## config.mk

```make
export PLATFORM = sky130hd
export DESIGN_NAME = modbus_tcp_response_decoder_top
export DESIGN_NICKNAME = d
export VERILOG_FILES = /design/src/hdl/mtrd_pkg.sv /design/src/hdl/modbus_tcp_response_decoder_top.sv /design/src/hdl/mtrd_csr.sv /design/src/hdl/mtrd_parse.sv /design/src/hdl/mtrd_rsp_fifo.sv
export SDC_FILE = /design/constraint.sdc
export NUM_CORES = 1
export LEC_CHECK = 0
export BUFFER_PORTS_ARGS = -buffer_cell sky130_fd_sc_hd__buf_2
export CAP_MARGIN = 20
export CORE_ASPECT_RATIO = 0.8
export CORE_MARGIN = 2
export CORE_UTILIZATION = 30
export CTS_BUF_LIST = sky130_fd_sc_hd__clkbuf_8
export DETAILED_ROUTE_END_ITERATION = 7
export SYNTH_ARGS = -nofsm -noshare
export SYNTH_HDL_FRONTEND = slang
export SYNTH_HIERARCHICAL = 1
export SYNTH_SLANG_ARGS = --single-unit
```

## constraint.sdc

```tcl
create_clock -name clock -period 9.3 [get_ports clock]
set_clock_uncertainty 0.1 [all_clocks]
set_input_delay 0.93 -clock clock [delete_from_list [all_inputs] [get_ports clock]]
set_output_delay 0.93 -clock clock [all_outputs]
set_load 0.01 [all_outputs]
```

## src/hdl/mtrd_pkg.sv

```systemverilog
// Modbus TCP response decoder: shared types, codes and constants.
// Used by every module of the decoder; no dependencies.
package mtrd_pkg;

   localparam int unsigned RSP_DEPTH = 4;
   localparam int unsigned RSP_AW    = $clog2(RSP_DEPTH);

   localparam logic [8:0] HDR_TXN_HI    = 9'd0;
   localparam logic [8:0] HDR_TXN_LO    = 9'd1;
   localparam logic [8:0] HDR_FUNC      = 9'd7;
   localparam logic [8:0] HDR_BYTE8     = 9'd8;
   localparam logic [8:0] PAYLOAD_START = 9'd9;
   localparam logic [8:0] POS_MAX       = 9'd511;

   localparam logic [1:0] KIND_REGS = 2'd0;
   localparam logic [1:0] KIND_BITS = 2'd1;
   localparam logic [1:0] KIND_ACK  = 2'd2;

   localparam logic [1:0] REG_RESPONSE_KIND     = 2'd0;
   localparam logic [1:0] REG_BIT_QUANTITY      = 2'd1;
   localparam logic [1:0] REG_EXPECTED_FUNCTION = 2'd2;

   localparam logic [2:0] ST_OK        = 3'd0;
   localparam logic [2:0] ST_SHORT     = 3'd1;
   localparam logic [2:0] ST_EXCEPTION = 3'd2;
   localparam logic [2:0] ST_ODD_COUNT = 3'd3;
   localparam logic [2:0] ST_MISMATCH  = 3'd4;
   localparam logic [2:0] ST_UNDERRUN  = 3'd5;

   localparam logic RES_DATA   = 1'b0;
   localparam logic RES_STATUS = 1'b1;

   typedef struct packed {
      logic [1:0]  response_kind;
      logic [10:0] bit_quantity;
      logic [7:0]  expected_function;
   } cfg_type;

   typedef struct packed {
      logic        result_kind;
      logic [15:0] data_value;
      logic [3:0]  bit_count;
      logic [2:0]  frame_status;
      logic [7:0]  exception_code;
      logic [15:0] transaction_id;
      logic [7:0]  function_code;
      logic        is_last;
   } item_type;

   typedef struct packed {
      logic [1:0] count;
      item_type   first;
      item_type   second;
   } push_type;

endpackage

```

## src/hdl/modbus_tcp_response_decoder_top.sv

```systemverilog
// Modbus TCP response decoder, top level.
// Depends on mtrd_pkg, mtrd_csr, mtrd_parse and mtrd_rsp_fifo.
//
// Frame bytes enter on req_ (tdata = byte, tlast = last byte of the frame).
// Results leave on rsp_: tuser 0 is a data item (register word or coil bits),
// tuser 1 the frame status item, which is always the last of a frame (tlast).
// Registers response_kind, bit_quantity and expected_function sit at byte
// addresses 0, 4 and 8 of the csr_ port; write them only while idle.
// One frame byte is taken each cycle while req_tready is high. A byte is held in
// the input register until the queue has room, then written to the result queue,
// from which its items leave on rsp_ in order. A byte yields up to two items;
// the four-entry result queue drains one item a cycle while rsp_tready is high,
// so the final byte of a frame that also completes a word takes two output slots.
// req_tready drops while a byte waits in the input register and fewer than two
// queue entries are free, so a stalled receiver backs up to the input and nothing
// is lost. Reset clears the registers, counters and queue.
module modbus_tcp_response_decoder_top (
   input  logic        clock,
   input  logic        reset,
   input  logic        req_tvalid,
   output logic        req_tready,
   input  logic [7:0]  req_tdata,   // [7:0] adu_byte
   input  logic        req_tlast,
   output logic        rsp_tvalid,
   input  logic        rsp_tready,
   // [15:0] data_value, [19:16] bit_count, [22:20] frame_status,
   // [30:23] exception_code, [46:31] transaction_id, [54:47] function_code
   output logic [55:0] rsp_tdata,
   output logic        rsp_tuser,   // [0] result_kind
   output logic        rsp_tlast,
   input  logic        csr_psel,
   input  logic        csr_penable,
   input  logic        csr_pwrite,
   input  logic [3:0]  csr_paddr,
   input  logic [31:0] csr_pwdata,
   output logic [31:0] csr_prdata,
   output logic        csr_pready
);

   mtrd_pkg::cfg_type  cfg;
   mtrd_pkg::push_type push;
   mtrd_pkg::item_type item;
   logic               room;

   mtrd_csr u_csr (
      .clock       (clock),
      .reset       (reset),
      .csr_psel    (csr_psel),
      .csr_penable (csr_penable),
      .csr_pwrite  (csr_pwrite),
      .csr_paddr   (csr_paddr),
      .csr_pwdata  (csr_pwdata),
      .csr_prdata  (csr_prdata),
      .csr_pready  (csr_pready),
      .cfg         (cfg)
   );

   mtrd_parse u_parse (
      .clock      (clock),
      .reset      (reset),
      .cfg        (cfg),
      .req_tvalid (req_tvalid),
      .req_tready (req_tready),
      .req_tdata  (req_tdata),
      .req_tlast  (req_tlast),
      .room       (room),
      .push       (push)
   );

   mtrd_rsp_fifo u_rsp_fifo (
      .clock      (clock),
      .reset      (reset),
      .push       (push),
      .room       (room),
      .rsp_tvalid (rsp_tvalid),
      .rsp_tready (rsp_tready),
      .rsp_item   (item)
   );

   assign rsp_tdata = {1'b0, item.function_code, item.transaction_id, item.exception_code,
                       item.frame_status, item.bit_count, item.data_value};
   assign rsp_tuser = item.result_kind;
   assign rsp_tlast = item.is_last;

   a_status_is_last: assert property (@(posedge clock) disable iff (reset)
      rsp_tvalid |-> ((rsp_tuser == mtrd_pkg::RES_STATUS) == rsp_tlast))
      else $error("status item and last marker disagree");

   a_status_no_data: assert property (@(posedge clock) disable iff (reset)
      (rsp_tvalid && rsp_tlast) |-> (rsp_tdata[19:0] == 20'd0))
      else $error("status item carries data");

   a_data_no_header: assert property (@(posedge clock) disable iff (reset)
      (rsp_tvalid && !rsp_tlast) |-> (rsp_tdata[55:20] == 36'd0))
      else $error("data item carries header fields");

   a_bit_count_range: assert property (@(posedge clock) disable iff (reset)
      rsp_tvalid |-> (rsp_tdata[19:16] <= 4'd8))
      else $error("bit count above eight");

   a_rsp_held: assert property (@(posedge clock) disable iff (reset)
      (rsp_tvalid && !rsp_tready) |=> (rsp_tvalid && $stable(rsp_tdata)
                                       && $stable(rsp_tuser) && $stable(rsp_tlast)))
      else $error("result item changed while waiting");

endmodule

```

## src/hdl/mtrd_csr.sv

```systemverilog
// Modbus TCP response decoder: configuration registers on an APB-style port.
// Depends on mtrd_pkg.
module mtrd_csr (
   input  logic                 clock,
   input  logic                 reset,
   input  logic                 csr_psel,
   input  logic                 csr_penable,
   input  logic                 csr_pwrite,
   input  logic [3:0]           csr_paddr,
   input  logic [31:0]          csr_pwdata,
   output logic [31:0]          csr_prdata,
   output logic                 csr_pready,
   output mtrd_pkg::cfg_type    cfg
);

   mtrd_pkg::cfg_type cfg_ff;
   logic              wr_en;

   assign csr_pready = 1'b1;
   assign wr_en      = csr_psel & csr_penable & csr_pwrite & csr_pready;
   assign cfg        = cfg_ff;

   always_ff @(posedge clock) begin
      if (reset) begin
         cfg_ff <= '0;
      end else if (wr_en) begin
         unique case (csr_paddr[3:2])
            mtrd_pkg::REG_RESPONSE_KIND:     cfg_ff.response_kind     <= csr_pwdata[1:0];
            mtrd_pkg::REG_BIT_QUANTITY:      cfg_ff.bit_quantity      <= csr_pwdata[10:0];
            mtrd_pkg::REG_EXPECTED_FUNCTION: cfg_ff.expected_function <= csr_pwdata[7:0];
            default: ;
         endcase
      end
   end

   always_comb begin
      unique case (csr_paddr[3:2])
         mtrd_pkg::REG_RESPONSE_KIND:     csr_prdata = {30'd0, cfg_ff.response_kind};
         mtrd_pkg::REG_BIT_QUANTITY:      csr_prdata = {21'd0, cfg_ff.bit_quantity};
         mtrd_pkg::REG_EXPECTED_FUNCTION: csr_prdata = {24'd0, cfg_ff.expected_function};
         default:                         csr_prdata = 32'd0;
      endcase
   end

endmodule

```

## src/hdl/mtrd_parse.sv

```systemverilog
// Modbus TCP response decoder: input register, frame counters and result build.
// Depends on mtrd_pkg.
module mtrd_parse (
   input  logic                 clock,
   input  logic                 reset,
   input  mtrd_pkg::cfg_type    cfg,
   input  logic                 req_tvalid,
   output logic                 req_tready,
   input  logic [7:0]           req_tdata,
   input  logic                 req_tlast,
   input  logic                 room,
   output mtrd_pkg::push_type   push
);

   logic        in_v_ff;
   logic [7:0]  in_byte_ff;
   logic        in_end_ff;
   logic        fire;

   logic [8:0]  pos_ff, pos_in;
   logic [7:0]  pc_ff, pc_in;
   logic [7:0]  hold_ff, hold_in;
   logic [15:0] txn_ff, txn_in;
   logic [7:0]  fc_ff, fc_in;
   logic [7:0]  exc_ff, exc_in;
   logic [10:0] be_ff, be_in;

   logic [10:0] left;
   logic [3:0]  cnt;
   logic [8:0]  mask;
   logic [11:0] qsum;
   logic [8:0]  qbytes;
   logic        is_ack, fc_exc;
   logic        data_v;
   logic [2:0]  st;
   mtrd_pkg::item_type data_item, stat_item;

   assign fire       = in_v_ff & room;
   assign req_tready = ~in_v_ff | fire;

   always_ff @(posedge clock) begin
      if (reset) begin
         in_v_ff <= 1'b0;
      end else if (req_tready) begin
         in_v_ff <= req_tvalid;
      end
   end

   always_ff @(posedge clock) begin
      if (req_tready && req_tvalid) begin
         in_byte_ff <= req_tdata;
         in_end_ff  <= req_tlast;
      end
   end

   always_comb begin
      pos_in    = pos_ff;
      pc_in     = pc_ff;
      hold_in   = hold_ff;
      txn_in    = txn_ff;
      fc_in     = fc_ff;
      exc_in    = exc_ff;
      be_in     = be_ff;
      data_v    = 1'b0;
      data_item = '0;
      data_item.result_kind = mtrd_pkg::RES_DATA;
      fc_exc    = fc_ff[7];

      left = cfg.bit_quantity - be_ff;
      cnt  = (left < 11'd8) ? left[3:0] : 4'd8;
      mask = (9'd1 << cnt) - 9'd1;

      priority if (pos_ff == mtrd_pkg::HDR_TXN_HI) begin
         txn_in = {in_byte_ff, 8'h00};
      end else if (pos_ff == mtrd_pkg::HDR_TXN_LO) begin
         txn_in = {txn_ff[15:8], in_byte_ff};
      end else if (pos_ff == mtrd_pkg::HDR_FUNC) begin
         fc_in = in_byte_ff;
      end else if (pos_ff == mtrd_pkg::HDR_BYTE8) begin
         exc_in = in_byte_ff;
      end else if (pos_ff >= mtrd_pkg::PAYLOAD_START && pos_ff < mtrd_pkg::POS_MAX
                   && pc_ff < exc_ff) begin
         if (!fc_exc && cfg.response_kind == mtrd_pkg::KIND_REGS) begin
            if (!pc_ff[0]) begin
               hold_in = in_byte_ff;
            end else begin
               data_v               = 1'b1;
               data_item.data_value = {hold_ff, in_byte_ff};
            end
         end else if (!fc_exc && cfg.response_kind == mtrd_pkg::KIND_BITS
                      && be_ff < cfg.bit_quantity) begin
            data_v               = 1'b1;
            data_item.data_value = {8'h00, in_byte_ff & mask[7:0]};
            data_item.bit_count  = cnt;
            be_in                = be_ff + {7'd0, cnt};
         end
         pc_in = pc_ff + 8'd1;
      end else begin
      end

      if (pos_ff != mtrd_pkg::POS_MAX) begin
         pos_in = pos_ff + 9'd1;
      end

      // frame status, from the counters as they stand after this byte
      is_ack = cfg.response_kind[1];
      qsum   = {1'b0, cfg.bit_quantity} + 12'd7;
      qbytes = qsum[11:3];
      st     = mtrd_pkg::ST_OK;
      if (is_ack) begin
         if (pos_in >= 9'd8 && fc_in[7]) begin
            st = mtrd_pkg::ST_EXCEPTION;
         end else if (((pos_in >= 9'd8) ? fc_in : 8'h00) != cfg.expected_function) begin
            st = mtrd_pkg::ST_MISMATCH;
         end
      end else if (pos_in < 9'd9) begin
         st = mtrd_pkg::ST_SHORT;
      end else if (fc_in[7]) begin
         st = mtrd_pkg::ST_EXCEPTION;
      end else if (cfg.response_kind == mtrd_pkg::KIND_REGS) begin
         if (exc_in[0]) begin
            st = mtrd_pkg::ST_ODD_COUNT;
         end else if (pc_in < exc_in) begin
            st = mtrd_pkg::ST_SHORT;
         end
      end else begin
         if (pc_in < exc_in) begin
            st = mtrd_pkg::ST_SHORT;
         end else if (qbytes > {1'b0, exc_in}) begin
            st = mtrd_pkg::ST_UNDERRUN;
         end
      end

      stat_item                = '0;
      stat_item.result_kind    = mtrd_pkg::RES_STATUS;
      stat_item.frame_status   = st;
      stat_item.exception_code = (pos_in >= 9'd9) ? exc_in : 8'h00;
      stat_item.transaction_id = (pos_in >= 9'd2) ? txn_in : 16'h0000;
      stat_item.function_code  = (pos_in >= 9'd8) ? fc_in : 8'h00;
      stat_item.is_last        = 1'b1;

      push = '0;
      if (fire) begin
         if (data_v) begin
            push.first  = data_item;
            push.second = stat_item;
            push.count  = in_end_ff ? 2'd2 : 2'd1;
         end else begin
            push.first  = stat_item;
            push.count  = in_end_ff ? 2'd1 : 2'd0;
         end
      end
   end

   always_ff @(posedge clock) begin
      if (reset) begin
         pos_ff  <= '0;
         pc_ff   <= '0;
         hold_ff <= '0;
         txn_ff  <= '0;
         fc_ff   <= '0;
         exc_ff  <= '0;
         be_ff   <= '0;
      end else if (fire) begin
         txn_ff <= txn_in;
         fc_ff  <= fc_in;
         exc_ff <= exc_in;
         if (in_end_ff) begin
            pos_ff  <= '0;
            pc_ff   <= '0;
            hold_ff <= '0;
            be_ff   <= '0;
         end else begin
            pos_ff  <= pos_in;
            pc_ff   <= pc_in;
            hold_ff <= hold_in;
            be_ff   <= be_in;
         end
      end
   end

endmodule

```

## src/hdl/mtrd_rsp_fifo.sv

```systemverilog
// Modbus TCP response decoder: result queue, up to two writes and one read a cycle.
// Depends on mtrd_pkg.
module mtrd_rsp_fifo (
   input  logic                 clock,
   input  logic                 reset,
   input  mtrd_pkg::push_type   push,
   output logic                 room,
   output logic                 rsp_tvalid,
   input  logic                 rsp_tready,
   output mtrd_pkg::item_type   rsp_item
);

   localparam int unsigned AW = mtrd_pkg::RSP_AW;

   mtrd_pkg::item_type mem [mtrd_pkg::RSP_DEPTH];
   logic [AW-1:0]      wp_ff, rp_ff;
   logic [AW:0]        cnt_ff;
   logic               pop;

   assign pop        = rsp_tvalid & rsp_tready;
   assign rsp_tvalid = (cnt_ff != '0);
   assign rsp_item   = mem[rp_ff];
   assign room       = (cnt_ff <= (AW+1)'(mtrd_pkg::RSP_DEPTH - 2));

   always_ff @(posedge clock) begin
      if (push.count != 2'd0) begin
         mem[wp_ff] <= push.first;
      end
      if (push.count == 2'd2) begin
         mem[wp_ff + AW'(1)] <= push.second;
      end
   end

   always_ff @(posedge clock) begin
      if (reset) begin
         wp_ff  <= '0;
         rp_ff  <= '0;
         cnt_ff <= '0;
      end else begin
         wp_ff  <= wp_ff + AW'(push.count);
         rp_ff  <= rp_ff + AW'(pop);
         cnt_ff <= cnt_ff + (AW+1)'(push.count) - (AW+1)'(pop);
      end
   end

endmodule
```

# After elaboration in Yosys (flattened, before gate mapping)
# Memories as Yosys holds them, arrays and structs flattened. A register that Yosys moved wholly into a read port is not among the register bits.
# Index checks and enable logic that the tools add are counted.
[word_totals] input_bits=52 n_memories=1 mem_bits_rw=228 word_cells=159 reg_bits=106 out_inout_bits=93
[op_classes] n_eq_ne=15 bitwise=7 addsub=11 n_reduce_logical=21 order_cmp=12 mux=75 shift=1
[memory_table] name="u_rsp_fifo.mem" words=4 word_bits=57 read_ports=1 rd_clocked_by_memory_dff=1 write_ports=2 line="mtrd_rsp_fifo.sv:15" source="mtrd_pkg::item_type mem [mtrd_pkg::RSP_DEPTH];"
[ops] op="$mux 8" n=24
[ops] op="$mux 116" n=1
[ops] op="$mux 20" n=5
[ops] op="$mux 11" n=8
[ops] op="$mux 16" n=4
[ops] op="$mux 59" n=1
[ops] op="$mux 57" n=1
[ops] op="$pmux 11 s3" n=1
[ops] op="$ge 9x4->1 const B" n=3
[ops] op="$mux 3" n=9
[ops] op="$mux 9" n=2
[ops] op="$lt 8x8->1" n=2
[ops] op="$reduce_and 8->1" n=2
[ops] op="$mux 1" n=14
[ops] op="$add 11x3->12 const B" n=1
[ops] op="$mux 12" n=1
[ops] op="$ne 2x1->1 const B" n=6
[ops] op="$add 11x4->11" n=1
[ops] op="$lt 11x11->1" n=1
[ops] op="$lt 11x4->1 const B" n=1
[ops] op="$sub 11x11->11" n=1
[ops] op="$add 9x1->9 const B" n=1
[ops] op="$eq 9x1->1 const B" n=1
[ops] op="$eq 9x3->1 const B" n=1
[ops] op="other kinds (31)" n=50

# Depth between registers and ports, before layout
# Gate-level depths: netlist of the first run.
[logic_depth] depth_word=20 mapped_depth=21 depth_no_buf=20

# Hierarchy
# Netlist of the first run, hierarchy kept.
[by_module_without_submodules] module="mtrd_rsp_fifo" n_inst=1 area_each_um2=11616.1 cells_per_inst=598
[by_module_without_submodules] module="mtrd_parse" n_inst=1 area_each_um2=6382.4 cells_per_inst=856
[by_module_without_submodules] module="mtrd_csr" n_inst=1 area_each_um2=1246.2 cells_per_inst=127
[by_module_without_submodules] module="modbus_tcp_response_decoder_top" n_inst=1 area_each_um2=11.3 cells_per_inst=2

# Worst setup path before layout of the first run
# No wires, ideal clock.
[synth_timing] path_type="flip-flop to flip-flop" from="register u_parse.be_ff[1]" to="memory u_rsp_fifo/mem[0][0] (netlist bit), enable pin" period_less_slack_ns=7.496 slack_ns=1.804 arrival_time_ns=6.840 required_ns=8.644 path_stages_with_launch=13 setup_ns=0.556 path_cell_list="dfxtp_1 clkbuf_1 inv_1 ha_1 nand2b_1 a211o_1 a2111oi_0 o21ai_1 a21oi_1 ha_1 and3_1 nor2_1 o31ai_1"
[synth_rtl] item="start, declared" line="mtrd_parse.sv:26" source="logic [10:0] be_ff, be_in;"
[synth_rtl] item="start signal, assigned" line="mtrd_parse.sv:177" source="be_ff <= be_in;"
[synth_rtl] item="end, declared" line="mtrd_rsp_fifo.sv:15"

==> results.md, run 1 <==
- Buffer depth of the longest clock path: 3
- Worst VDD drop: 0.0954 mV
- Period Utilization, post-route: 56.0%
- # DRC: 0
- Switching Fraction: 28.8%
- Complex-gate fraction of the synthesized area: 6.73%
- Post-Syn Area: 19300 µm²
- Main synth FF type: edfxtp_1
- Met3 Resource Use GR: 3.42%
- Clock power share: 36.0%
- Share of cells above drive strength 1: 27.8%
- Initial core utilization: 30.1%
- CTS tree: done
- Synth Instances: 1583
- Total of max-cap violations: 0
- Num CTS Buffers: 57
- Synth cell types: 82
- Power Internal: 2.62 mW
- Static leakage: 8.08 nW
- Placed cell areas: 20400 µm²
- Hold_buf cts: 0
- Sw Pwr: 1.06 mW
- Cells after DPL: 2453
- Status: finished clean
- Worst-Margin Slew: 1.14 ns
- GP Congestion: 0.826
- Synth area leaders: edfxtp_1, dfxtp_1, mux2_2, mux4_2, mux2_4
- Die height: 231 µm
- Core area: 63900 µm²
- Initial DRC count: 1017
- Via count: 13100
- GR Util met1: 21.4%
- Fmax: 192 MHz
- Largest net degree at the start of global routing: 73
- Max transition margin: 23.7%
- Initial antenna violation count: 3
- Final setup viols: 0
- Min-delay worst type: flop to flop
- Port Buffers: 98
- Top-area cell type share of the netlist area: 37.0%
- Pre-Repair DR Iteration Count: 7
- Share of total power in combinational logic: 17.7%
- Xor/xnor share of the synthesized area: 1.70%
- Max Fanout on Critical Path: 33
- Slew Viols, Final: 0
- Count leader, synth: edfxtp_1
- I/O Pins: 145
- Resize count post-CTS: 0
- Arrival time worst endpoint: 5.51 ns
- Pre-CTS WS: 4.10 ns
- Clock transition at the registers of the reported paths: 0.06 ns
- Sequential fraction of the synthesis area: 47.0%
- Post-synth ARST share: 0%
- Post-synth top area cell: edfxtp_1
- GR peak layer: met2
- Fin crit period: 5.21 ns
- Setup_tns: 0 ns
- Vias in the first global route: 12800
- DR WL/cell: 20.2 µm
- Post-CTS setup buffers: 0
- RSZ-0062 raised after global routing: false
- Hold Vio Cnt, Final: 0
- Fillers: 6344
- Post-synth top cells: edfxtp_1, nor2_1, mux2_2
- Pwr Density: 171 nW/µm²
- Skew-Pair Late Insertion Delay: 0.66 ns
- GR Overflow Total: 0
- Fin Hold WS: 0.354 ns
- Post-DR vias/cell: 5.11
- Root Buffer: clkbuf_8
- Final net count: 1762
- Placed wire-length estimate: 33.1 mm
- Post-route ant nets: 0
- Main combinational cell family by area after synthesis: multiplexers
- DIE AREA: 66200 µm²
- Row count: 83
- Non-Filler Instances: 2561
- Number of flops mapped to enable cells by yosys: 237
- Global-route wire length before repair: 78.0 mm
- H-Tree Depth: 2
- Share of power burned in registers: 46.3%
- Worst setup SP type: flop
- Clock Sinks: 334
- Die Width: 287 µm
- Simple-gate share of the synthesized area: 11.9%
- Fin area: 21500 µm²
- Avg Inst Size Synth: 12.2 µm²
- Met2 Use GR: 23.6%
- WS Path Type: flop to flop
- WL final: 51.7 mm
- Total GRT Usage: 15.3%
- Worst setup margin: 4.09 ns
- Crit end category: flop
- Synth Warn #: 6
- Syn-to-layout area delta: 11.8%
- Adder-cell area share of the yosys netlist: 3.13%
- Mux contribution to synthesized area: 24.4%
- Required @ worst endpoint: 9.60 ns
- Flops & latches, synth: 334
[metrics by stage]
step / power [mW] / util [%]
after floorplan: 2.17 / -
after global placement: 2.39 / 31.9
after detailed placement: 2.40 / 31.9
after CTS: 3.74 / 33.7
after global routing: 3.86 / 33.7
final: 3.69 / 33.7
[placed cells by master (no fill, tap or decap), types with 21 or more instances in the layout]
master	instances
nor3_1	40
mux4_2	57
buf_2	98
nand2b_1	44
nor2_1	150
ha_1	45
clkbuf_8	66
mux2_2	142
a22oi_1	21
nand2_1	75
mux2i_1	62
o21ai_0	31
a21oi_1	53
mux2_4	49
edfxtp_1	237
inv_1	59
conb_1	44
mux2_1	40
buf_4	23
dfxtp_1	95
and2_1	21
[sequential cells by signal (all words and copies together) (netlist names)]
register,flops
u_parse/pc_ff,8
u_rsp_fifo/cnt_ff,3
u_rsp_fifo/wp_ff,2
u_parse/be_ff,11
u_parse/hold_ff,8
u_parse/in_end_ff,1
u_parse/in_byte_ff,8
u_rsp_fifo/mem,228
u_rsp_fifo/rp_ff,2
u_parse/txn_ff,16
u_parse/in_v_ff,1
u_parse/fc_ff,8
u_parse/pos_ff,9
u_parse/exc_ff,8
u_csr/cfg,21
[area by class of cell]
type                       instances  area, µm²  area share [%]
antenna                            1       2.50          0.0116
clock buffer                      66        908            4.22
clock inverter                    40        233            1.08
inverter                          36        135           0.628
multi-input combinational       1112       9450            43.9
sequential                       334       9060            42.1
tap                              850       1060            4.94
timing repair buffer             122        671            3.12
[power groups by stage]
stage	Clock [mW]	Combinational [mW]	Sequential (mW)
3_3_place_gp	0	0.657	1.74
5_1_grt	1.43	0.715	1.71
2_1_floorplan	0	0.488	1.68
6_report	1.33	0.654	1.71
3_5_place_dp	0	0.666	1.74
4_1_cts	1.37	0.668	1.71
[path summary, 6_finish.rpt]
path,endpoint,from,slack [ns],cells after the start
max,u_rsp_fifo/mem[3][4]$_DFFE_PP_,u_parse/be_ff[4]$_SDFFE_PP0P_,4.09,12
min,u_parse/txn_ff[10]$_SDFFE_PP0P_,u_parse/txn_ff[10]$_SDFFE_PP0P_,0.35,2
max reg2reg,u_rsp_fifo/mem[3][4]$_DFFE_PP_,u_parse/be_ff[4]$_SDFFE_PP0P_,4.09,12
min reg2reg,u_parse/txn_ff[10]$_SDFFE_PP0P_,u_parse/txn_ff[10]$_SDFFE_PP0P_,0.35,2
[cells by family (layout without fill, tap and decap cells)]
group                      after synthesis  count (layout)
xor gates and xnor gates                34              34
other                                    4              45
muxes                                  350             350
AOI/OAI and AO/OA                      195             195
buffers and inverters                  177             264
and+or+nand+nor                        442             442
adders and majority gates               47              47
DFF                                    334             334
[critical path, stage by stage (launching register included)]
cell	delay, ns
dfxtp_1	0.39
inv_1	0.08
ha_1	0.41
nand2_1	0.15
a211o_1	0.33
a2111oi_0	0.41
o21ai_1	0.36
a21oi_1	0.31
ha_1	0.27
and3_1	0.29
and4bb_4	0.75
buf_4	0.67
mux2_2	0.40
[per-layer routing]
metal / wire length, µm / share of wire, % / vias up
met5: 28 / 0.054 / -
met2: 23100 / 45 / 405
met3: 3430 / 6.6 / 81
met1: 23900 / 46 / 6569
met4: 1190 / 2.3 / 6
li1: - / - / 6027
Power figures use the tool's default switching activity.
==> run 2, diff against run 1 <==
Clock period 9.3 ns to 5 ns, I/O delays scaled along.
==> run 2 against run 1 <==
Fmax increased by 14%. Clock power grew 78%. Count of clock-buffer cells in the layout grew 3. Register-to-register slack worse by 3.7 ns. Sequential share of layout area decreased by 0.70 points. Die area unchanged. Combinational power grew 100%. Largest cell class unchanged. Highest routed layer is now met4.
==> results.md, run 2 (same netlist as run 1, synthesis figures left out) <==
- Status: finished clean (unchanged)
- Period Utilization, post-route: 91.5% (was 56.0%)
- Worst VDD drop: 0.185 mV (was 0.0954 mV)
- RSZ-0062 raised after global routing: false (unchanged)
- I/O Pins: 145 (unchanged)
- Max transition margin: 24.8% (was 23.7%)
- Share of cells above drive strength 1: 28.9% (was 27.8%)
- Pre-Repair DR Iteration Count: 5 (was 7)
- Global-route wire length before repair: 78.8 mm (was 78.0 mm)
- Register name with the most flops: u_rsp_fifo/mem (unchanged)
- Largest net degree at the start of global routing: 61 (was 73)
- CTS tree: done (unchanged)
- Row count: 83 (unchanged)
- Worst Setup SP: u_parse/pc_ff[5]$_SDFFE_PP0P_ (was u_parse/be_ff[4]$_SDFFE_PP0P_)
- Fmax: 219 MHz (was 192 MHz)
- Hold Crit Depth: 3 (was 2)
- Post-route ant nets: 0 (unchanged)
- Final setup viols: 0 (unchanged)
- DIE AREA: 66200 µm² (unchanged)
- Post-DR vias/cell: 5.03 (was 5.11)
- WL final: 51.5 mm (was 51.7 mm)
- Commonest cells after routing, fill and taps aside: edfxtp_1, nor2_1, mux2_2, buf_2, dfxtp_1 (unchanged)
- Total power: 6.80 mW (was 3.69 mW)
- H-Tree Depth: 2 (unchanged)
- Die height: 231 µm (unchanged)
- GP Congestion: 0.861 (was 0.826)
- GR Overflow Total: 0 (unchanged)
- Required @ worst endpoint: 5.40 ns (was 9.60 ns)
- Worst-Margin Slew: 1.12 ns (was 1.14 ns)
- Vias in the first global route: 13300 (was 12800)
- Fin area: 21900 µm² (was 21500 µm²)
- Worst setup margin: 0.425 ns (was 4.09 ns)
- Setup crit end: u_rsp_fifo/mem[0][33]$_DFFE_PP_ (was u_rsp_fifo/mem[3][4]$_DFFE_PP_)
- Slew Viols, Final: 0 (unchanged)
- Crit Reg-Reg Startpoint: u_parse/pc_ff[5]$_SDFFE_PP0P_ (was u_parse/be_ff[4]$_SDFFE_PP0P_)
- Final core occ: 34.3% (was 33.7%)
- Initial DRC count: 1101 (was 1017)
- Seq. cell area: 9060 µm² (unchanged)
- Via count: 13100 (about the same)
- Initial antenna violation count: 0 (was 3)
- Total of max-cap violations: 0 (unchanged)
- Worst-case reg-to-reg path depth: 17 (was 12)
- Crit end category: flop (unchanged)
- Root Buffer: clkbuf_8 (unchanged)
- Area occupied by multi-input gates: 9440 µm² (was 9450 µm²)
- Min-delay worst type: input pin to flop (was flop to flop)
- # DRC: 0 (unchanged)
- Placed wire-length estimate: 34.1 mm (was 33.1 mm)
- Num CTS Buffers: 54 (was 57)
- Worst R2R End: u_rsp_fifo/mem[0][33]$_DFFE_PP_ (was u_rsp_fifo/mem[3][4]$_DFFE_PP_)
- Fin Hold WS: 0.0488 ns (was 0.354 ns)
- Non-Filler Instances: 2595 (was 2561)
- Clock transition at the registers of the reported paths: 0.06 ns (about the same)
- Placed cell areas: 20700 µm² (was 20400 µm²)
- Cells after DPL: 2480 (was 2453)
- Total GRT Usage: 15.4% (was 15.3%)
- Arrival time worst endpoint: 4.97 ns (was 5.51 ns)
- Max Fanout on Critical Path: 6 (was 33)
- Pre-CTS WS: 0.519 ns (was 4.10 ns)
- Worst setup SP type: flop (unchanged)
- Setup_tns: 0 ns (unchanged)
- Flop-to-flop setup slack: 0.43 ns (was 4.09 ns)
- Commonest non-fill, non-tap cell in the layout: edfxtp_1 (unchanged)
- Static leakage: 8.25 nW (was 8.08 nW)
- Max reg flops: 228 (unchanged)
- Initial core utilization: 30.1% (unchanged)
- Die Width: 287 µm (unchanged)
- Core area: 63900 µm² (unchanged)
- WS Path Type: flop to flop (unchanged)
- Fin crit period: 4.57 ns (was 5.21 ns)
- Post-CTS setup buffers: 0 (unchanged)
- Pwr Density: 310 nW/µm² (was 171 nW/µm²)
- Fillers: 6266 (was 6344)
- Skew-Pair Late Insertion Delay: 0.64 ns (was 0.66 ns)
- DR WL/cell: 19.9 µm (was 20.2 µm)
- Port Buffers: 98 (unchanged)
- Clock Sinks: 334 (unchanged)
- Buffer depth of the longest clock path: 3 (unchanged)
- Hold wc startpoint: csr_pwdata[9] (was u_parse/txn_ff[10]$_SDFFE_PP0P_)
- Final net count: 1796 (was 1762)
- Syn-to-layout area delta: 13.7% (was 11.8%)
- Hold Vio Cnt, Final: 0 (unchanged)
==> run 2: cell count changes in the layout (fill, tap and decap cells not counted), sizes merged, moves of 2 or more <==
cell and change:
clkinv -3, buf +27, bufinv -2, dlygate4sd3 +10, clkbuf +3, inv -3
==> run 2: final cells by class <==
class | instances | share of cell area (%)
inverters | 36 | 0.617
diodes | 2 | 0.0229
multi-input cells | 1112 | 43.1
flip-flops and latches | 334 | 41.4
repair buffers | 159 | 4.95
clock buffers | 69 | 4.34
clock inverters | 33 | 0.657
well taps | 850 | 4.86
==> run 2: critical path, stage by stage (launching register included) <==
cell	delay, ns
dfxtp_1	0.45
ha_1	0.29
a21oi_1	0.14
nor2b_1	0.06
o21ai_0	0.27
and4b_1	0.35
nand2_1	0.12
nor2_1	0.33
and3_1	0.22
xor2_1	0.20
ha_1	0.28
a21o_1	0.17
a21oi_1	0.25
nand2_1	0.17
nand3_1	0.10
nor3b_1	0.08
a2111oi_2	0.57
mux2_2	0.27
==> run 2: report_power, final <==
group          leakage, nW  switching (mW)  internal, mW  total (mW)
clock network        0.642            1.13          1.24        2.37
logic                 4.62           0.737         0.571        1.31
registers             2.99          0.0854          3.03        3.12
total                 8.25            1.95          4.84        6.80
==> run 2: worst min path at each step <==
stage / to / slack (ns)
after global placement: u_parse/txn_ff[10]$_SDFFE_PP0P_ / 0.34
after floorplan: u_parse/txn_ff[10]$_SDFFE_PP0P_ / 0.34
after CTS: u_csr/cfg[17]$_SDFFE_PP0P_ / 0.004
after detailed placement: u_parse/txn_ff[11]$_SDFFE_PP0P_ / 0.35
after global routing: u_parse/in_v_ff$_SDFFE_PP0N_ / 0.04
final: u_csr/cfg[17]$_SDFFE_PP0P_ / 0.05
==> run 2: timing repair <==
action | 4_1_cts | 5_1_grt
endpoints found under the hold margin | 10 | 0
gates resized for setup | 0 | 1
setup endpoints to repair | 0 | 3
hold buffers | 10 | 0
==> run 2: layer usage <==
metal / wire, µm / track usage (%)
met4: 845 / 3.71
met3: 3340 / 3.29
met5: 0 / 0
met2: 23900 / 24.8
met1: 23500 / 21.2
==> run 3, diff against run 2 <==
Settings changed: RECOVER_POWER set to 25, SLEW_MARGIN set to 20.
==> run 3 against run 2 <==
Sequential cell count did not move. Global-route usage unchanged. Largest cell class unchanged. Register-to-register slack lost 0.04 ns. Worst setup slack got worse by 0.036 ns. Power fell by 0.29%. Combinational power hardly changed. The run now ends with max-capacitance violations, max-slew violations left. Critical path depth unchanged. Cell area shrank 0.67%.
==> results.md, run 3 (same netlist as run 1, synthesis figures left out) <==
- Largest net degree at the start of global routing: 61 (unchanged)
- Total GRT Usage: 15.4% (unchanged)
- Vias in the first global route: 13300 (unchanged)
- Met3 wire length: 3.39 mm (was 3.34 mm)
- Initial core utilization: 30.1% (unchanged)
- Total of max-cap violations: 3 (was 0)
- Total power: 6.78 mW (was 6.80 mW)
- Num CTS Buffers: 54 (unchanged)
- GR Overflow Total: 0 (unchanged)
- Arrival time worst endpoint: 5.01 ns (was 4.97 ns)
- Fin crit period: 4.61 ns (was 4.57 ns)
- Post-route ant nets: 0 (unchanged)
- Commonest non-fill, non-tap cell in the layout: edfxtp_1 (unchanged)
- WS Path Type: flop to flop (unchanged)
- Port Buffers: 98 (unchanged)
- Root Buffer: clkbuf_8 (unchanged)
- Period Utilization, post-route: 92.2% (was 91.5%)
- Commonest cells after routing, fill and taps aside: edfxtp_1, nor2_1, mux2_2, dfxtp_1, nand2_1 (was edfxtp_1, nor2_1, mux2_2, buf_2, dfxtp_1)
- Initial antenna violation count: 0 (unchanged)
- DR WL/cell: 19.9 µm (about the same)
- Final net count: 1795 (was 1796)
- Share of cells above drive strength 1: 24.9% (was 28.9%)
- DR top layer: met4 (unchanged)
- Critical path's largest stage delay: 0.57 ns (about the same)
- Slew Viols, Final: 149 (was 0)
- Critical Path, Cell by Cell: inv_1 > ha_1 > nand2b_1 > a31oi_1 > and4b_1 > nand2_1 > nor2_1 > and3_1 > xor2_1 > ha_1 > a21o_1 > a21oi_1 > nand2_1 > nand3_1 > nor3b_1 > a2111oi_2 > mux2_2 (was ha_1 > a21oi_1 > nor2b_1 > o21ai_0 > and4b_1 > nand2_1 > nor2_1 > and3_1 > xor2_1 > ha_1 > a21o_1 > a21oi_1 > nand2_1 > nand3_1 > nor3b_1 > a2111oi_2 > mux2_2)
- Final setup viols: 0 (unchanged)
- GP Congestion: 0.861 (unchanged)
- Core area: 63900 µm² (unchanged)
- Top Family by Delay on Critical Path: simple AND/OR/NAND/NOR gates (unchanged)
- Met1 WL: 23.4 mm (was 23.5 mm)
- Static leakage: 8.02 nW (was 8.25 nW)
- Seq. cell area: 9060 µm² (unchanged)
- Clock transition at the registers of the reported paths: 0.06 ns (about the same)
- I/O Pins: 145 (unchanged)
- Placed wire-length estimate: 34.1 mm (unchanged)
- Area occupied by multi-input gates: 9410 µm² (was 9440 µm²)
- DR WL met2: 24.0 mm (was 23.9 mm)
- Global-route wire length before repair: 78.8 mm (unchanged)
- Final core occ: 34.0% (was 34.3%)
- CTS tree: done (unchanged)
- Buf/Inv on CP: 1 (was 0)
- Setup_tns: 0 ns (unchanged)
- Min-delay worst type: input pin to flop (unchanged)
- Hold Vio Cnt, Final: 0 (unchanged)
- Worst VDD drop: 0.175 mV (was 0.185 mV)
- Pwr Density: 312 nW/µm² (was 310 nW/µm²)
- Worst setup SP type: flop (unchanged)
- Cells after DPL: 2480 (unchanged)
- Crit end category: flop (unchanged)
- Worst-Margin Slew: 2.56 ns (was 1.12 ns)
- Die height: 231 µm (unchanged)
- Max reg flops: 228 (unchanged)
- Clock Sinks: 334 (unchanged)
- Row count: 83 (unchanged)
- Die Width: 287 µm (unchanged)
- Max transition margin: -70.4% (was 24.8%)
- Pre-Repair DR Iteration Count: 5 (unchanged)
- Buffer depth of the longest clock path: 3 (unchanged)
- Status: finished, violations left (was finished clean)
- Non-Filler Instances: 2594 (was 2595)
- Max Fanout on Critical Path: 8 (was 6)
- H-Tree Depth: 2 (unchanged)
- Post-DR vias/cell: 5.03 (about the same)
- Fmax: 217 MHz (was 219 MHz)
- DIE AREA: 66200 µm² (unchanged)
- RSZ-0062 raised after global routing: false (unchanged)
- Slowest cell on the critical path: a2111oi_2 (unchanged)
- WL final: 51.6 mm (was 51.5 mm)
- Required @ worst endpoint: 5.40 ns (about the same)
- Failing checks: max-capacitance violations, max-slew violations
- Via count: 13100 (about the same)
- Skew-Pair Late Insertion Delay: 0.65 ns (was 0.64 ns)
- Post-CTS setup buffers: 0 (unchanged)
- Initial DRC count: 1023 (was 1101)
- Fillers: 6301 (was 6266)
- Fin Hold WS: 0.0431 ns (was 0.0488 ns)
- Register name with the most flops: u_rsp_fifo/mem (unchanged)
- # DRC: 0 (unchanged)
- Syn-to-layout area delta: 12.9% (was 13.7%)
==> run 3: report_power, final <==
part / leakage (nW) / total, mW / internal (mW) / switching, mW
Sequential: 2.99 / 3.12 / 3.03 / 0.0835
Combinational: 4.39 / 1.29 / 0.550 / 0.739
Clock: 0.642 / 2.37 / 1.24 / 1.13
==> run 3: worst paths after layout <==
check                                  start                               to  slack, ns  cells after the start
max           u_parse/pos_ff[0]$_SDFFE_PP0P_  u_rsp_fifo/mem[0][33]$_DFFE_PP_       0.39                     17
max reg2reg   u_parse/pos_ff[0]$_SDFFE_PP0P_  u_rsp_fifo/mem[0][33]$_DFFE_PP_       0.39                     17
min                            csr_pwdata[9]       u_csr/cfg[17]$_SDFFE_PP0P_       0.04                      3
min reg2reg  u_parse/txn_ff[15]$_SDFFE_PP0P_  u_parse/txn_ff[15]$_SDFFE_PP0P_       0.36                      2
==> run 3: timing repair <==
item | in CTS | in global routing
setup endpoints to repair | 0 | 3
endpoints found under the hold margin | 10 | 0
resized for setup | 0 | 1
hold buffers | 10 | 0
==> run 3: routing by layer <==
metal  vias up  global-route usage (%)
li1       6089                       -
met1      6498                    21.2
met2       400                    24.8
met3        63                    3.29
met4         0                    3.71
met5         -                       0
==> run 3: through the flow <==
step / setup slack [ns] / instance area [µm²]
floorplan: 0.214 / 19400
global placement: 0.594 / 20700
detailed placement: 0.519 / 20700
CTS: 0.455 / 21900
global route: 0.0122 / 21700
finish: 0.389 / 21700
==> run 3: cell type report <==
| class | instances | share of cell area [%] |
|---|---|---|
| well taps | 850 | 4.89 |
| multi-input cells | 1112 | 43.3 |
| clock buffers | 69 | 4.37 |
| repair buffers | 158 | 4.48 |
| clock inverters | 33 | 0.662 |
| diodes | 2 | 0.0230 |
| flip-flops and latches | 334 | 41.7 |
| inverters | 36 | 0.622 |
==> run 3: worst reg2reg max path: cells and delay by family (launching register included) <==
kind                     cells  cell delay (ns)
XOR/XNOR                     1             0.20
adder cells (fa/ha/maj)      2             0.49
AND/OR/NAND/NOR              8             1.67
multiplexers                 1             0.27
AO/OA/AOI/OAI                4             1.17
flip-flops                   1             0.46
buffers and inverters        1             0.09
